`src/rtl/ffa_pkg.sv`:
```
// Package for the first-fit chunk allocator: sizes, codes, table entry and
// handshake structs. Depends on nothing; used by ffa_ctrl and the top level.
package ffa_pkg;

  localparam int PAGE_BYTES  = 4096;
  localparam int MAX_PAGES   = 4;
  localparam int TABLE_DEPTH = 64;
  localparam int GRAIN_BYTES = 256;

  localparam int TYPE_W   = 2;
  localparam int RSIZE_W  = 16;
  localparam int ADDR_W   = 14;
  localparam int SIZE_W   = 13;
  localparam int STATUS_W = 2;
  localparam int IDX_W    = $clog2(TABLE_DEPTH);
  localparam int CNT_W    = $clog2(TABLE_DEPTH + 1);
  localparam int PAGE_W   = $clog2(MAX_PAGES + 1);

  localparam logic [TYPE_W-1:0] REQ_ALLOC = 2'd0;
  localparam logic [TYPE_W-1:0] REQ_FREE  = 2'd1;
  localparam logic [TYPE_W-1:0] REQ_CLEAR = 2'd2;

  localparam logic [STATUS_W-1:0] ST_OK        = 2'd0;
  localparam logic [STATUS_W-1:0] ST_BAD_SIZE  = 2'd1;
  localparam logic [STATUS_W-1:0] ST_NO_SPACE  = 2'd2;
  localparam logic [STATUS_W-1:0] ST_NOT_FOUND = 2'd3;

  typedef struct packed {
    logic              free;
    logic [ADDR_W-1:0] start;
    logic [SIZE_W-1:0] size;
    logic              head;
  } entry_t;

  typedef struct packed {
    logic [TYPE_W-1:0]  kind;
    logic [RSIZE_W-1:0] size;
    logic [ADDR_W-1:0]  addr;
  } req_t;

  typedef struct packed {
    logic [STATUS_W-1:0] status;
    logic [ADDR_W-1:0]   grant;
  } rsp_t;

endpackage

```
`src/rtl/ffa_ram.sv`:
```
// Generic single-write, single-read RAM with a registered read port.
// Depends on nothing.
module ffa_ram #(
  parameter int WIDTH = 8,
  parameter int DEPTH = 16
) (
  input  logic                     clk_i,
  input  logic                     we_i,
  input  logic [$clog2(DEPTH)-1:0] waddr_i,
  input  logic [WIDTH-1:0]         wdata_i,
  input  logic [$clog2(DEPTH)-1:0] raddr_i,
  output logic [WIDTH-1:0]         rdata_o
);

  logic [WIDTH-1:0] mem_q [DEPTH];

  always_ff @(posedge clk_i) begin
    if (we_i) begin
      mem_q[waddr_i] <= wdata_i;
    end
    rdata_o <= mem_q[raddr_i];
  end

endmodule

```
`src/rtl/ffa_ctrl.sv`:
```
// Sequencer of the allocator: scans the chunk table, splits, merges and
// compacts it one entry per cycle. Depends on ffa_pkg and ffa_ram.
module ffa_ctrl (
  input  logic          clk_i,
  input  logic          rst_ni,
  input  logic          start_i,
  input  ffa_pkg::req_t req_i,
  input  logic          rsp_ready_i,
  output logic          idle_o,
  output logic          done_o,
  output ffa_pkg::rsp_t rsp_o
);

  typedef enum logic [2:0] {
    S_IDLE, S_SCAN, S_FR_NEXT, S_FR_DEC, S_MOVE, S_WR_A, S_WR_B, S_DONE
  } state_e;

  state_e                      state_q, state_d;
  logic [ffa_pkg::CNT_W-1:0]   count_q, count_d, count_nxt_q, count_nxt_d;
  logic [ffa_pkg::PAGE_W-1:0]  pages_q, pages_d;
  ffa_pkg::req_t               req_q, req_d;
  logic [ffa_pkg::CNT_W-1:0]   scan_idx_q, scan_idx_d;
  logic                        chk_v_q, chk_v_d;
  logic [ffa_pkg::IDX_W-1:0]   chk_idx_q, chk_idx_d;
  ffa_pkg::entry_t             prev_q, prev_d, hit_q, hit_d;
  logic [ffa_pkg::IDX_W-1:0]   hit_idx_q, hit_idx_d;
  logic                        fol_v_q, fol_v_d;
  logic [ffa_pkg::IDX_W-1:0]   wa_idx_q, wa_idx_d, wb_idx_q, wb_idx_d;
  ffa_pkg::entry_t             wa_q, wa_d, wb_q, wb_d;
  logic                        wb_v_q, wb_v_d;
  logic [ffa_pkg::CNT_W-1:0]   mv_src_q, mv_src_d, mv_left_q, mv_left_d;
  logic                        mv_up_q, mv_up_d;
  logic [1:0]                  mv_k_q, mv_k_d;
  logic                        pend_v_q, pend_v_d;
  logic [ffa_pkg::CNT_W-1:0]   pend_src_q, pend_src_d;
  ffa_pkg::rsp_t               rsp_q, rsp_d;

  logic                        ram_we;
  logic [ffa_pkg::IDX_W-1:0]   ram_waddr, ram_raddr;
  ffa_pkg::entry_t             ram_wdata, ram_rdata;

  logic [ffa_pkg::SIZE_W-1:0]  rsz;
  logic                        room, match, mf, mp;
  logic [ffa_pkg::SIZE_W-1:0]  size_i, size_p;
  logic [ffa_pkg::ADDR_W-1:0]  page_start;
  logic [ffa_pkg::CNT_W-1:0]   need, src0, dst;
  ffa_pkg::entry_t             fol;

  ffa_ram #(
    .WIDTH($bits(ffa_pkg::entry_t)),
    .DEPTH(ffa_pkg::TABLE_DEPTH)
  ) u_ram (
    .clk_i  (clk_i),
    .we_i   (ram_we),
    .waddr_i(ram_waddr),
    .wdata_i(ram_wdata),
    .raddr_i(ram_raddr),
    .rdata_o(ram_rdata)
  );

  assign idle_o = (state_q == S_IDLE);
  assign rsp_o  = rsp_q;
  assign rsz    = req_q.size[ffa_pkg::SIZE_W-1:0];
  assign room   = count_q < ffa_pkg::CNT_W'(ffa_pkg::TABLE_DEPTH);
  assign page_start = ffa_pkg::ADDR_W'(pages_q) * ffa_pkg::ADDR_W'(ffa_pkg::PAGE_BYTES);
  assign fol    = ram_rdata;

  always_comb begin
    state_d     = state_q;
    count_d     = count_q;
    count_nxt_d = count_nxt_q;
    pages_d     = pages_q;
    req_d       = req_q;
    scan_idx_d  = scan_idx_q;
    chk_v_d     = chk_v_q;
    chk_idx_d   = chk_idx_q;
    prev_d      = prev_q;
    hit_d       = hit_q;
    hit_idx_d   = hit_idx_q;
    fol_v_d     = fol_v_q;
    wa_idx_d    = wa_idx_q;
    wa_d        = wa_q;
    wb_idx_d    = wb_idx_q;
    wb_d        = wb_q;
    wb_v_d      = wb_v_q;
    mv_src_d    = mv_src_q;
    mv_left_d   = mv_left_q;
    mv_up_d     = mv_up_q;
    mv_k_d      = mv_k_q;
    pend_v_d    = pend_v_q;
    pend_src_d  = pend_src_q;
    rsp_d       = rsp_q;
    done_o      = 1'b0;
    ram_we      = 1'b0;
    ram_waddr   = wa_idx_q;
    ram_wdata   = wa_q;
    ram_raddr   = scan_idx_q[ffa_pkg::IDX_W-1:0];
    match       = 1'b0;
    mf          = 1'b0;
    mp          = 1'b0;
    size_i      = '0;
    size_p      = '0;
    need        = '0;
    src0        = '0;
    dst         = '0;

    case (state_q)
      S_IDLE: begin
        if (start_i) begin
          req_d       = req_i;
          rsp_d       = '{status: ffa_pkg::ST_OK, grant: '0};
          count_nxt_d = count_q;
          scan_idx_d  = '0;
          chk_v_d     = 1'b0;
          wb_v_d      = 1'b0;
          mv_left_d   = '0;
          pend_v_d    = 1'b0;
          state_d     = S_DONE;
          case (req_i.kind)
            ffa_pkg::REQ_ALLOC: begin
              if (req_i.size == '0
                  || (req_i.size % ffa_pkg::RSIZE_W'(ffa_pkg::GRAIN_BYTES)) != '0
                  || req_i.size > ffa_pkg::RSIZE_W'(ffa_pkg::PAGE_BYTES)) begin
                rsp_d.status = ffa_pkg::ST_BAD_SIZE;
              end else begin
                state_d = S_SCAN;
              end
            end
            ffa_pkg::REQ_FREE: begin
              state_d = S_SCAN;
            end
            ffa_pkg::REQ_CLEAR: begin
              count_d     = '0;
              count_nxt_d = '0;
              pages_d     = '0;
            end
            default: begin
            end
          endcase
        end
      end

      S_SCAN: begin
        if (scan_idx_q < count_q) begin
          scan_idx_d = scan_idx_q + 1'b1;
          chk_v_d    = 1'b1;
          chk_idx_d  = scan_idx_q[ffa_pkg::IDX_W-1:0];
        end else begin
          chk_v_d = 1'b0;
        end
        if (chk_v_q) begin
          if (req_q.kind == ffa_pkg::REQ_ALLOC) begin
            match = ram_rdata.free && (ram_rdata.size == rsz
                    || (ram_rdata.size > rsz && room));
          end else begin
            match = ram_rdata.start == req_q.addr;
          end
          prev_d = ram_rdata;
        end
        if (match) begin
          chk_v_d   = 1'b0;
          hit_d     = ram_rdata;
          hit_idx_d = chk_idx_q;
          prev_d    = prev_q;
          if (req_q.kind == ffa_pkg::REQ_ALLOC) begin
            rsp_d.grant = ram_rdata.start;
            if (ram_rdata.size > rsz) begin
              wa_idx_d    = chk_idx_q + 1'b1;
              wa_d        = '{free: 1'b1, start: ram_rdata.start + ffa_pkg::ADDR_W'(rsz),
                              size: ram_rdata.size - rsz, head: 1'b0};
              wb_idx_d    = chk_idx_q;
              wb_d        = '{free: 1'b0, start: ram_rdata.start, size: rsz,
                              head: ram_rdata.head};
              wb_v_d      = 1'b1;
              mv_up_d     = 1'b1;
              mv_k_d      = 2'd1;
              mv_src_d    = count_q - 1'b1;
              mv_left_d   = count_q - 1'b1 - ffa_pkg::CNT_W'(chk_idx_q);
              count_nxt_d = count_q + 1'b1;
              state_d     = S_MOVE;
            end else begin
              wa_idx_d = chk_idx_q;
              wa_d     = ram_rdata;
              wa_d.free = 1'b0;
              state_d  = S_WR_A;
            end
          end else if (ffa_pkg::CNT_W'(chk_idx_q) + 1'b1 < count_q) begin
            state_d = S_FR_NEXT;
          end else begin
            fol_v_d = 1'b0;
            state_d = S_FR_DEC;
          end
        end else if (!chk_v_q && scan_idx_q >= count_q) begin
          state_d = S_DONE;
          if (req_q.kind == ffa_pkg::REQ_FREE) begin
            rsp_d.status = ffa_pkg::ST_NOT_FOUND;
          end else begin
            need = (rsz < ffa_pkg::SIZE_W'(ffa_pkg::PAGE_BYTES))
                   ? ffa_pkg::CNT_W'(2) : ffa_pkg::CNT_W'(1);
            if (pages_q >= ffa_pkg::PAGE_W'(ffa_pkg::MAX_PAGES)
                || count_q + need > ffa_pkg::CNT_W'(ffa_pkg::TABLE_DEPTH)) begin
              rsp_d.status = ffa_pkg::ST_NO_SPACE;
            end else begin
              rsp_d.grant = page_start;
              pages_d     = pages_q + 1'b1;
              wa_idx_d    = count_q[ffa_pkg::IDX_W-1:0];
              wa_d        = '{free: 1'b0, start: page_start, size: rsz, head: 1'b1};
              wb_idx_d    = wa_idx_d + 1'b1;
              wb_d        = '{free: 1'b1, start: page_start + ffa_pkg::ADDR_W'(rsz),
                              size: ffa_pkg::SIZE_W'(ffa_pkg::PAGE_BYTES) - rsz,
                              head: 1'b0};
              wb_v_d      = (need == ffa_pkg::CNT_W'(2));
              count_nxt_d = count_q + need;
              state_d     = S_WR_A;
            end
          end
        end
      end

      S_FR_NEXT: begin
        ram_raddr = hit_idx_q + 1'b1;
        fol_v_d   = 1'b1;
        state_d   = S_FR_DEC;
      end

      S_FR_DEC: begin
        mf     = fol_v_q && fol.free && !fol.head;
        mp     = (hit_idx_q != '0) && !hit_q.head && prev_q.free;
        size_i = hit_q.size + (mf ? fol.size : '0);
        size_p = prev_q.size + size_i;
        mv_up_d = 1'b0;
        if (mp) begin
          wa_idx_d = hit_idx_q - 1'b1;
          wa_d     = '{free: 1'b1, start: prev_q.start, size: size_p, head: prev_q.head};
          mv_k_d   = mf ? 2'd2 : 2'd1;
        end else begin
          wa_idx_d = hit_idx_q;
          wa_d     = '{free: 1'b1, start: hit_q.start, size: size_i, head: hit_q.head};
          mv_k_d   = mf ? 2'd1 : 2'd0;
        end
        src0 = ffa_pkg::CNT_W'(hit_idx_q) + 1'b1 + (mf ? 1'b1 : 1'b0);
        mv_src_d    = src0;
        mv_left_d   = (mv_k_d != 2'd0 && src0 < count_q) ? count_q - src0 : '0;
        count_nxt_d = count_q - ffa_pkg::CNT_W'(mv_k_d);
        state_d     = S_MOVE;
      end

      S_MOVE: begin
        ram_raddr = mv_src_q[ffa_pkg::IDX_W-1:0];
        if (mv_left_q != '0) begin
          mv_src_d   = mv_up_q ? mv_src_q - 1'b1 : mv_src_q + 1'b1;
          mv_left_d  = mv_left_q - 1'b1;
          pend_v_d   = 1'b1;
          pend_src_d = mv_src_q;
        end else begin
          pend_v_d = 1'b0;
        end
        dst = mv_up_q ? pend_src_q + 1'b1 : pend_src_q - ffa_pkg::CNT_W'(mv_k_q);
        if (pend_v_q) begin
          ram_we    = 1'b1;
          ram_waddr = dst[ffa_pkg::IDX_W-1:0];
          ram_wdata = ram_rdata;
        end
        if (mv_left_q == '0 && !pend_v_q) begin
          state_d = S_WR_A;
        end
      end

      S_WR_A: begin
        ram_we  = 1'b1;
        state_d = wb_v_q ? S_WR_B : S_DONE;
      end

      S_WR_B: begin
        ram_we    = 1'b1;
        ram_waddr = wb_idx_q;
        ram_wdata = wb_q;
        state_d   = S_DONE;
      end

      S_DONE: begin
        count_d = count_nxt_q;
        if (rsp_ready_i) begin
          done_o  = 1'b1;
          state_d = S_IDLE;
        end
      end

      default: begin
        state_d = S_IDLE;
      end
    endcase
  end

  always_ff @(posedge clk_i or negedge rst_ni) begin
    if (!rst_ni) begin
      state_q  <= S_IDLE;
      count_q  <= '0;
      pages_q  <= '0;
      chk_v_q  <= 1'b0;
      pend_v_q <= 1'b0;
    end else begin
      state_q  <= state_d;
      count_q  <= count_d;
      pages_q  <= pages_d;
      chk_v_q  <= chk_v_d;
      pend_v_q <= pend_v_d;
    end
  end

  always_ff @(posedge clk_i) begin
    count_nxt_q <= count_nxt_d;
    req_q       <= req_d;
    scan_idx_q  <= scan_idx_d;
    chk_idx_q   <= chk_idx_d;
    prev_q      <= prev_d;
    hit_q       <= hit_d;
    hit_idx_q   <= hit_idx_d;
    fol_v_q     <= fol_v_d;
    wa_idx_q    <= wa_idx_d;
    wa_q        <= wa_d;
    wb_idx_q    <= wb_idx_d;
    wb_q        <= wb_d;
    wb_v_q      <= wb_v_d;
    mv_src_q    <= mv_src_d;
    mv_left_q   <= mv_left_d;
    mv_up_q     <= mv_up_d;
    mv_k_q      <= mv_k_d;
    pend_src_q  <= pend_src_d;
    rsp_q       <= rsp_d;
  end

endmodule

```
`src/rtl/first_fit_chunk_allocator_top.sv`:
```
// Top level of the first-fit chunk allocator: request and result channels
// and the result register. Depends on ffa_pkg and ffa_ctrl.
//
// A request word (req_type_i, req_size_i, req_addr_i) is taken when
// in_valid_i and in_ready_o are both high. Allocate, free and clear each
// produce exactly one result word (status_o, grant_addr_o), offered with
// out_valid_o and taken when out_ready_i is high.
// The block works on one request at a time and is not ready meanwhile.
// Allocate scans the chunk table at one entry per cycle and a split then
// shifts the entries above the chosen one up by one, again one per cycle;
// free scans likewise and compacts the table after a merge. The table RAM
// read and write port sets that rate.
// A result waits in its register while the receiver stalls; the next
// request is still taken, and finishes once that register is free.
// Reset empties the table and closes all pages at once; no clearing pass
// is needed, since only entries below the entry count are read.
module first_fit_chunk_allocator_top (
  input  logic                          clk_i,
  input  logic                          rst_ni,
  input  logic                          in_valid_i,
  output logic                          in_ready_o,
  input  logic [ffa_pkg::TYPE_W-1:0]    req_type_i,
  input  logic [ffa_pkg::RSIZE_W-1:0]   req_size_i,
  input  logic [ffa_pkg::ADDR_W-1:0]    req_addr_i,
  output logic                          out_valid_o,
  input  logic                          out_ready_i,
  output logic [ffa_pkg::STATUS_W-1:0]  status_o,
  output logic [ffa_pkg::ADDR_W-1:0]    grant_addr_o
);

  ffa_pkg::req_t req;
  ffa_pkg::rsp_t rsp;
  logic          idle, done, rsp_ready;
  logic          out_valid_q;
  ffa_pkg::rsp_t out_q;

  assign req        = '{kind: req_type_i, size: req_size_i, addr: req_addr_i};
  assign rsp_ready  = !out_valid_q || out_ready_i;
  assign in_ready_o = idle;

  ffa_ctrl u_ctrl (
    .clk_i      (clk_i),
    .rst_ni     (rst_ni),
    .start_i    (in_valid_i && idle),
    .req_i      (req),
    .rsp_ready_i(rsp_ready),
    .idle_o     (idle),
    .done_o     (done),
    .rsp_o      (rsp)
  );

  always_ff @(posedge clk_i or negedge rst_ni) begin
    if (!rst_ni) begin
      out_valid_q <= 1'b0;
    end else if (done) begin
      out_valid_q <= 1'b1;
    end else if (out_ready_i) begin
      out_valid_q <= 1'b0;
    end
  end

  always_ff @(posedge clk_i) begin
    if (done) begin
      out_q <= rsp;
    end
  end

  assign out_valid_o  = out_valid_q;
  assign status_o     = out_q.status;
  assign grant_addr_o = out_q.grant;

endmodule
```
`config.mk`:
```
export PLATFORM = sky130hd
export DESIGN_NAME = first_fit_chunk_allocator_top
export DESIGN_NICKNAME = d
export VERILOG_FILES = /design/src/rtl/ffa_pkg.sv /design/src/rtl/ffa_ram.sv /design/src/rtl/ffa_ctrl.sv /design/src/rtl/first_fit_chunk_allocator_top.sv
export SDC_FILE = /design/constraint.sdc
export NUM_CORES = 2
export LEC_CHECK = 0
export BUFFER_PORTS_ARGS = -buffer_cell sky130_fd_sc_hd__buf_2
export CAP_MARGIN = 15
export CORE_MARGIN = 2
export CORE_UTILIZATION = 60
export DETAILED_ROUTE_END_ITERATION = 10
export PLACE_DENSITY = 0.82
export REMOVE_ABC_BUFFERS = 1
export SKIP_LAST_GASP = 1
export SYNTH_ARGS = -nofsm -noshare
export SYNTH_HDL_FRONTEND = slang
export SYNTH_HIERARCHICAL = 1
export SYNTH_SLANG_ARGS = --single-unit
```
`constraint.sdc`:
```
create_clock -name clk_i -period 6.45 [get_ports clk_i]
set_input_delay 0.3225 -clock clk_i [delete_from_list [all_inputs] [get_ports clk_i]]
set_output_delay 0.3225 -clock clk_i [all_outputs]
set_load 0.02 [all_outputs]
```
======== Word level (Yosys, flattened, before mapping) ========
Memories as Yosys holds them, arrays and structs flattened. A register that Yosys moved wholly into a read port is not among the register bits.
Index checks and enable logic that the tools add are counted.
word-level totals
  register bits after elaboration ......... 255
  memory bits (writable) .................. 1,856
  input bits .............................. 36
  output and inout port bits .............. 18
  logic and storage cells ................. 311
  memories kept ........................... 1
memories
  memory              words  width  rd ports  clocked after Yosys merged registers in  wr ports  RTL line       source
  u_ctrl.u_ram.mem_q  64     29     1         1                                        1         ffa_ram.sv:15  logic [WIDTH-1:0] mem_q [DEPTH];
cells by class
  add/sub/neg operators ................... 26
  $lt $le $gt $ge ......................... 10
  equal/unequal tests ..................... 38
  muxes and demuxes ....................... 133
  bitwise operators ....................... 1
  reduce and logical (&&, ||, !) cells .... 61
operators by type and width
  kind                                              count
  2-to-1 mux 29 bit                                 13
  2-to-1 mux 7 bit                                  20
  case mux 29 bit (2 select lines)                  2
  2-to-1 mux 6 bit                                  15
  2-to-1 mux 14 bit                                 4
  2-to-1 mux 3 bit                                  14
  case mux 7 bit (3 select lines)                   2
  case mux 6 bit (2 select lines)                   3
  2-to-1 mux 16 bit                                 2
  case mux 16 bit (2 select lines)                  1
  2-to-1 mux 1 bit                                  30
  adder 14 x 13 -> 14 bit                           2
  2-to-1 mux 28 bit                                 1
  case mux 7 bit (2 select lines)                   2
  case mux 7 bit (4 select lines)                   1
  adder 13 bit                                      2
  != test 2 x 1 -> 1 bit, second input constant     13
  adder 6 x 1 -> 6 bit, second input constant       4
  2-to-1 mux 2 bit                                  12
  case mux 3 bit (8 select lines)                   1
  adder 7 x 1 -> 7 bit, second input constant       3
  less-than comparator 7 bit                        3
  AND reduction 7 bit                               3
  subtractor 7 x 1 -> 7 bit, second input constant  3
  other kinds (52)                                  113

======== Longest topological paths before layout ========
  depth in word-level cells ............... 10
  gate-level depth with buffers ........... 22
  depth with buffers taken out ............ 21

======== By module ========
Netlist, hierarchy kept.
by module, submodules not included
  module                         times used  cells an instance  area an instance (um^2)
  ffa_ram                        1           3,216              71,542.4
  ffa_ctrl                       1           1,482              15,143.3
  first_fit_chunk_allocator_top  1           20                 534.3

======== Worst setup path after synthesis ========
Ideal clock, no wire load.
  path kind ............................... register to register
  start point ............................. register u_ctrl/req_q[19] in the netlist's numbering
  end point ............................... register u_ctrl/wa_idx_q[0] in the netlist's numbering (enable)
  arrival ................................. 4.841 ns
  path slack .............................. 1.161 ns
  stages on the path, launching flop included .. 14
  cells stage by stage .................... edfxtp_1 nor4_1 nand3_1 nor2_1 nor3_1 nor2_1 ha_1 inv_1 fa_1 o31ai_1 nand4b_1 a211o_1 or2_2 a31oi_1
between the ends
  word-level cells in the longest chain between the ends .. 9
RTL lines
  item                                                                 RTL line         source
  start, declared                                                      ffa_ctrl.sv:21   ffa_pkg::req_t req_q, req_d;
  start signal, assigned                                               ffa_ctrl.sv:313  req_q <= req_d;
  branches (longest 8 deep; another with less-than comparator 13 bit)  n/a
  AND reduction 5 bit (no line) *                                      n/a
  end signal, assigned                                                 ffa_ctrl.sv:320  wa_idx_q <= wa_idx_d;
  end, declared                                                        ffa_ctrl.sv:28   logic [ffa_pkg::IDX_W-1:0] wa_idx_q, wa_idx_d, wb_idx_q, wb_idx_d;
Mark *: on every way between the ends. The select of a mux whose other input is x is not followed.
A chain may end at the register's enable or synchronous reset.

======== Worst setup path after layout ========
  start point ............................. register u_ctrl.state_q[2]
  end point ............................... register u_ctrl.u_ram.rdata_o[23] (read register of u_ctrl.u_ram.mem_q)
between the ends
  word-level cells in the longest chain between the ends .. 2
RTL lines
  item                                                            RTL line         source
  start, declared                                                 ffa_ctrl.sv:18   state_e state_q, state_d;
  start signal, assigned                                          ffa_ctrl.sv:303  state_q <= state_d;
  == test 3 bit / == test 3 x 2 -> 1 bit (equally long branches)  ffa_ctrl.sv:107  case (state_q)
  case mux 6 bit (2 select lines) *                               ffa_ctrl.sv:107
  via u_ctrl.ram_raddr, one bit                                   ffa_ctrl.sv:39   logic [ffa_pkg::IDX_W-1:0] ram_waddr, ram_raddr;
  end, declared                                                   ffa_ram.sv:12    output logic [WIDTH-1:0] rdata_o
The timed path passes the listed nets; every way through them passes the cells marked *.

==> summary.txt <==
Status
  – Outcome: finished clean

Floorplan
  – Core Region: between 100000 and 150000 um^2
  – Row Count: around 140
  – Boundary pin count: 54
  – Die Wd: 385 um
  – Die Y-Extent: 385 um
  – Initial core utilization: 60.6%
  – Die ar.: 148000 um^2

Pwr
  – Sw power: ~19 mW
  – VDD IR-drop max: roughly 0.00066 V
  – Internal power: 32.4 mW
  – Clk pwr share: 23.3%
  – PD cells: 527 nW/um^2
  – Sequential Power Share: 38.2%
  – Comb power frac: 38.5%
  – Pleak: between 30 and 40 nW
  – Pwr Total: a little over 50 mW
  – Sw Ratio: between 30% and 40%

Clocking
  – Root Driver: clkbuf_16
  – Clk sinks: 2139
  – Post-CTS Setup Inserts: 0
  – Clk_lat worst skew: 0.85 ns
  – Clk slew on worst S/H paths: 0.06 ns
  – CTS Buf Count: 202
  – Max clock buf depth: 3
  – CTS H-tree lvls: 4
  – CTS tree: done

GRT
  – Vias in the first global route: 49700
  – Largest net degree at the start of global routing: 97
  – Initial antenna violation count: 16
  – GRT Resource Usage Total: 33.1%
  – Global route overflow: 0
  – Global-route wire length before repair: 349000 um

Timing
  – Worst clock skew: 0.0389 ns
  – Final setup margin: 0.813 ns
  – Worst Hold Margin: 0.130 ns
  – Tcrit/Tclk final: roughly 87%
  – Setup violations, final: 0
  – Post-layout min period: 5.64 ns
  – Worst-margin pin slew: 1.24 ns
  – RSZ-0062 raised after global routing: false
  – Fin. Hold Viols: 0
  – Max Transition Viols Final: 0
  – Fin Setup TNS: 0 ns
  – Slew margin rel.: 17.0%
  – Highest clock rate: 177 MHz

Logic synthesis
  – Synthesized instance count: ~4700
  – Top FF cell, synth: edfxtp_1
  – Register area share after synthesis: 73.2%
  – Register bit total from synthesis: 2139
  – Top cell type's share of synthesized area: 72.1%
  – EDFF count, synth: between 2000 and 2500
  – Ranking of synthesized cells by area: edfxtp_1, mux4_2, mux2i_1
  – Synth cell types: 83
  – Post-synth top area cell: edfxtp_1
  – Ys Warns: 6
  – Syn Area/Cell: 18.5 um^2
  – Post-synth ARST share: 0.748%
  – Cell Area, Synth: just under 90000 um^2

Routing
  – DR WL/cell: ~35 um
  – DRC violations left: 0
  – Via density: 7.13
  – DR vias: between 50000 and 60000
  – First-pass DRT Iterations: 7
  – Drt initial violations: 8597
  – Post-route ant nets: 0
  – Final WL: 244000 um

Layout
  – Most common cell after layout, fill and taps aside: edfxtp_1
  – # fillers: ~8500
  – Post-route cell area: ~98000 um^2
  – Synth-to-Final Area Change: 12.4%
  – FF+latch area: 63900 um^2
  – Fin nets: 5105
  – Count of non-filler cells in the finished layout: 7028
  – Multi-input logic area: 22500 um^2
  – Most frequent cells in the layout: edfxtp_1, mux4_2, mux2i_1
  – Ratio of cells with drive above 1 in the final layout: between 20% and 30%
  – Fin util: between 60% and 70%

Critical path
  – Crit end category: flip-flop
  – Critical path peak fanout: 55
  – WP data arrival: 6.36 ns
  – Worst setup path category: flip-flop to flip-flop
  – Crit start category: flip-flop
  – Worst EP required: approximately 7.2 ns

Place
  – Placement Setup Slack: 1.07 ns
  – Placed Area: 91000 um^2
  – Dpl hpwl: ~140000 um
  – GPL Wtd Cong: 0.939
  – Post-placement cell count: 6612
  – PortBufs: 53

Run
  – Max Cap Viol: 0

Worst hold path
  – Hold Crit Class: primary input to flip-flop
-- critical path, stage by stage (launching register included) --
cell and delay, ns:
dfrtp_1 0.55, clkinv_1 0.30, nand3_1 0.43, inv_1 0.19
nor2_1 0.42, a221o_4 0.55, buf_12 0.38, buf_12 0.41
buf_4 0.53, mux2i_1 0.33, a22oi_1 0.12, a31oi_1 0.41
o21ai_0 0.46, and3_1 0.30
-- flip-flops by register name (all words and copies together), names as in the netlist, 7 cells and up --
register / cells
u_ctrl/prev_q: 29
u_ctrl/wb_q: 29
u_ctrl/mv_left_q: 7
u_ctrl/u_ram/mem_q: 1856
u_ctrl/rsp_o: 16
u_ctrl/count_nxt_q: 7
u_ctrl/wa_q: 29
grant_addr_o: 14
u_ctrl/scan_idx_q: 7
u_ctrl/count_q: 7
u_ctrl/hit_q: 28
u_ctrl/req_q: 29
u_ctrl/u_ram/rdata_o: 29
-- worst paths after layout --
path	start	endpoint	slack (ns)	cells after the start
max	u_ctrl/state_q[2]	u_ctrl/u_ram/rdata_o[23]	0.81	13
min	req_size_i[15]	u_ctrl/rsp_o[14]	0.13	4
max reg2reg	u_ctrl/state_q[2]	u_ctrl/u_ram/rdata_o[23]	0.81	13
min reg2reg	u_ctrl/rsp_o[15]	status_o[1]	0.42	0
max in group asynchronous	rst_ni	out_valid_o	5.20	3
min in group asynchronous	rst_ni	u_ctrl/state_q[0]	0.69	3
-- kinds of logic after synthesis --
kind of cell,count (synthesis),synth area share (%)
AOI/OAI and AO/OA,731,5.57
xor gates and xnor gates,122,1.23
adders and majority gates,116,1.75
buffers and inverters,334,1.80
DFF,2139,73.2
muxes,682,13.2
and+or+nand+nor,594,3.24
-- synthesized netlist by cell type, drive strengths merged (34+ instances only) --
library cell and n:
clkbuf 117, o31ai 34, xor2 42, mux2i 307, ha 106, edfxtp 2094
o21ai 145, a31oi 66, and3 50, inv 77, nand2 176, xnor2 80
a22oi 149, a21o 51, mux4 373, buf 138, nand3 55, o22ai 86
a21oi 82, nor2 165
-- area by class of cell --
cell class	count	area share [%]
inverter	79	0.305
timing repair buffer	286	2.44
antenna	3	0.00766
tap	1903	2.43
clock buffer	254	5.44
multi-input combinational	2245	22.9
clock inverter	119	1.31
sequential	2139	65.1
-- metal layers --
metal	global-route usage, %	vias up	wire length [um]
li1	-	19700	-
met1	43.5	25100	80600
met2	50.7	4541	113000
met3	9.91	796	36100
met4	16.8	18	14100
met5	0.682	-	252
-- power groups by stage --
stage,clock [mW],combinational (mW),sequential [mW]
after floorplan,0,10.6,19.7
after global placement,0,18.2,19.9
after detailed placement,0,18.7,20.0
after CTS,12.1,19.2,19.7
after global routing,12.6,20.5,19.8
final,12.0,19.9,19.7
-- timing repair --
item / 4_1_cts / 5_1_grt
hold buffers: 32 / 0
endpoints found under the hold margin: 49 / 0
resized for setup: 0 / 0
Power figures use the tool's default switching activity.
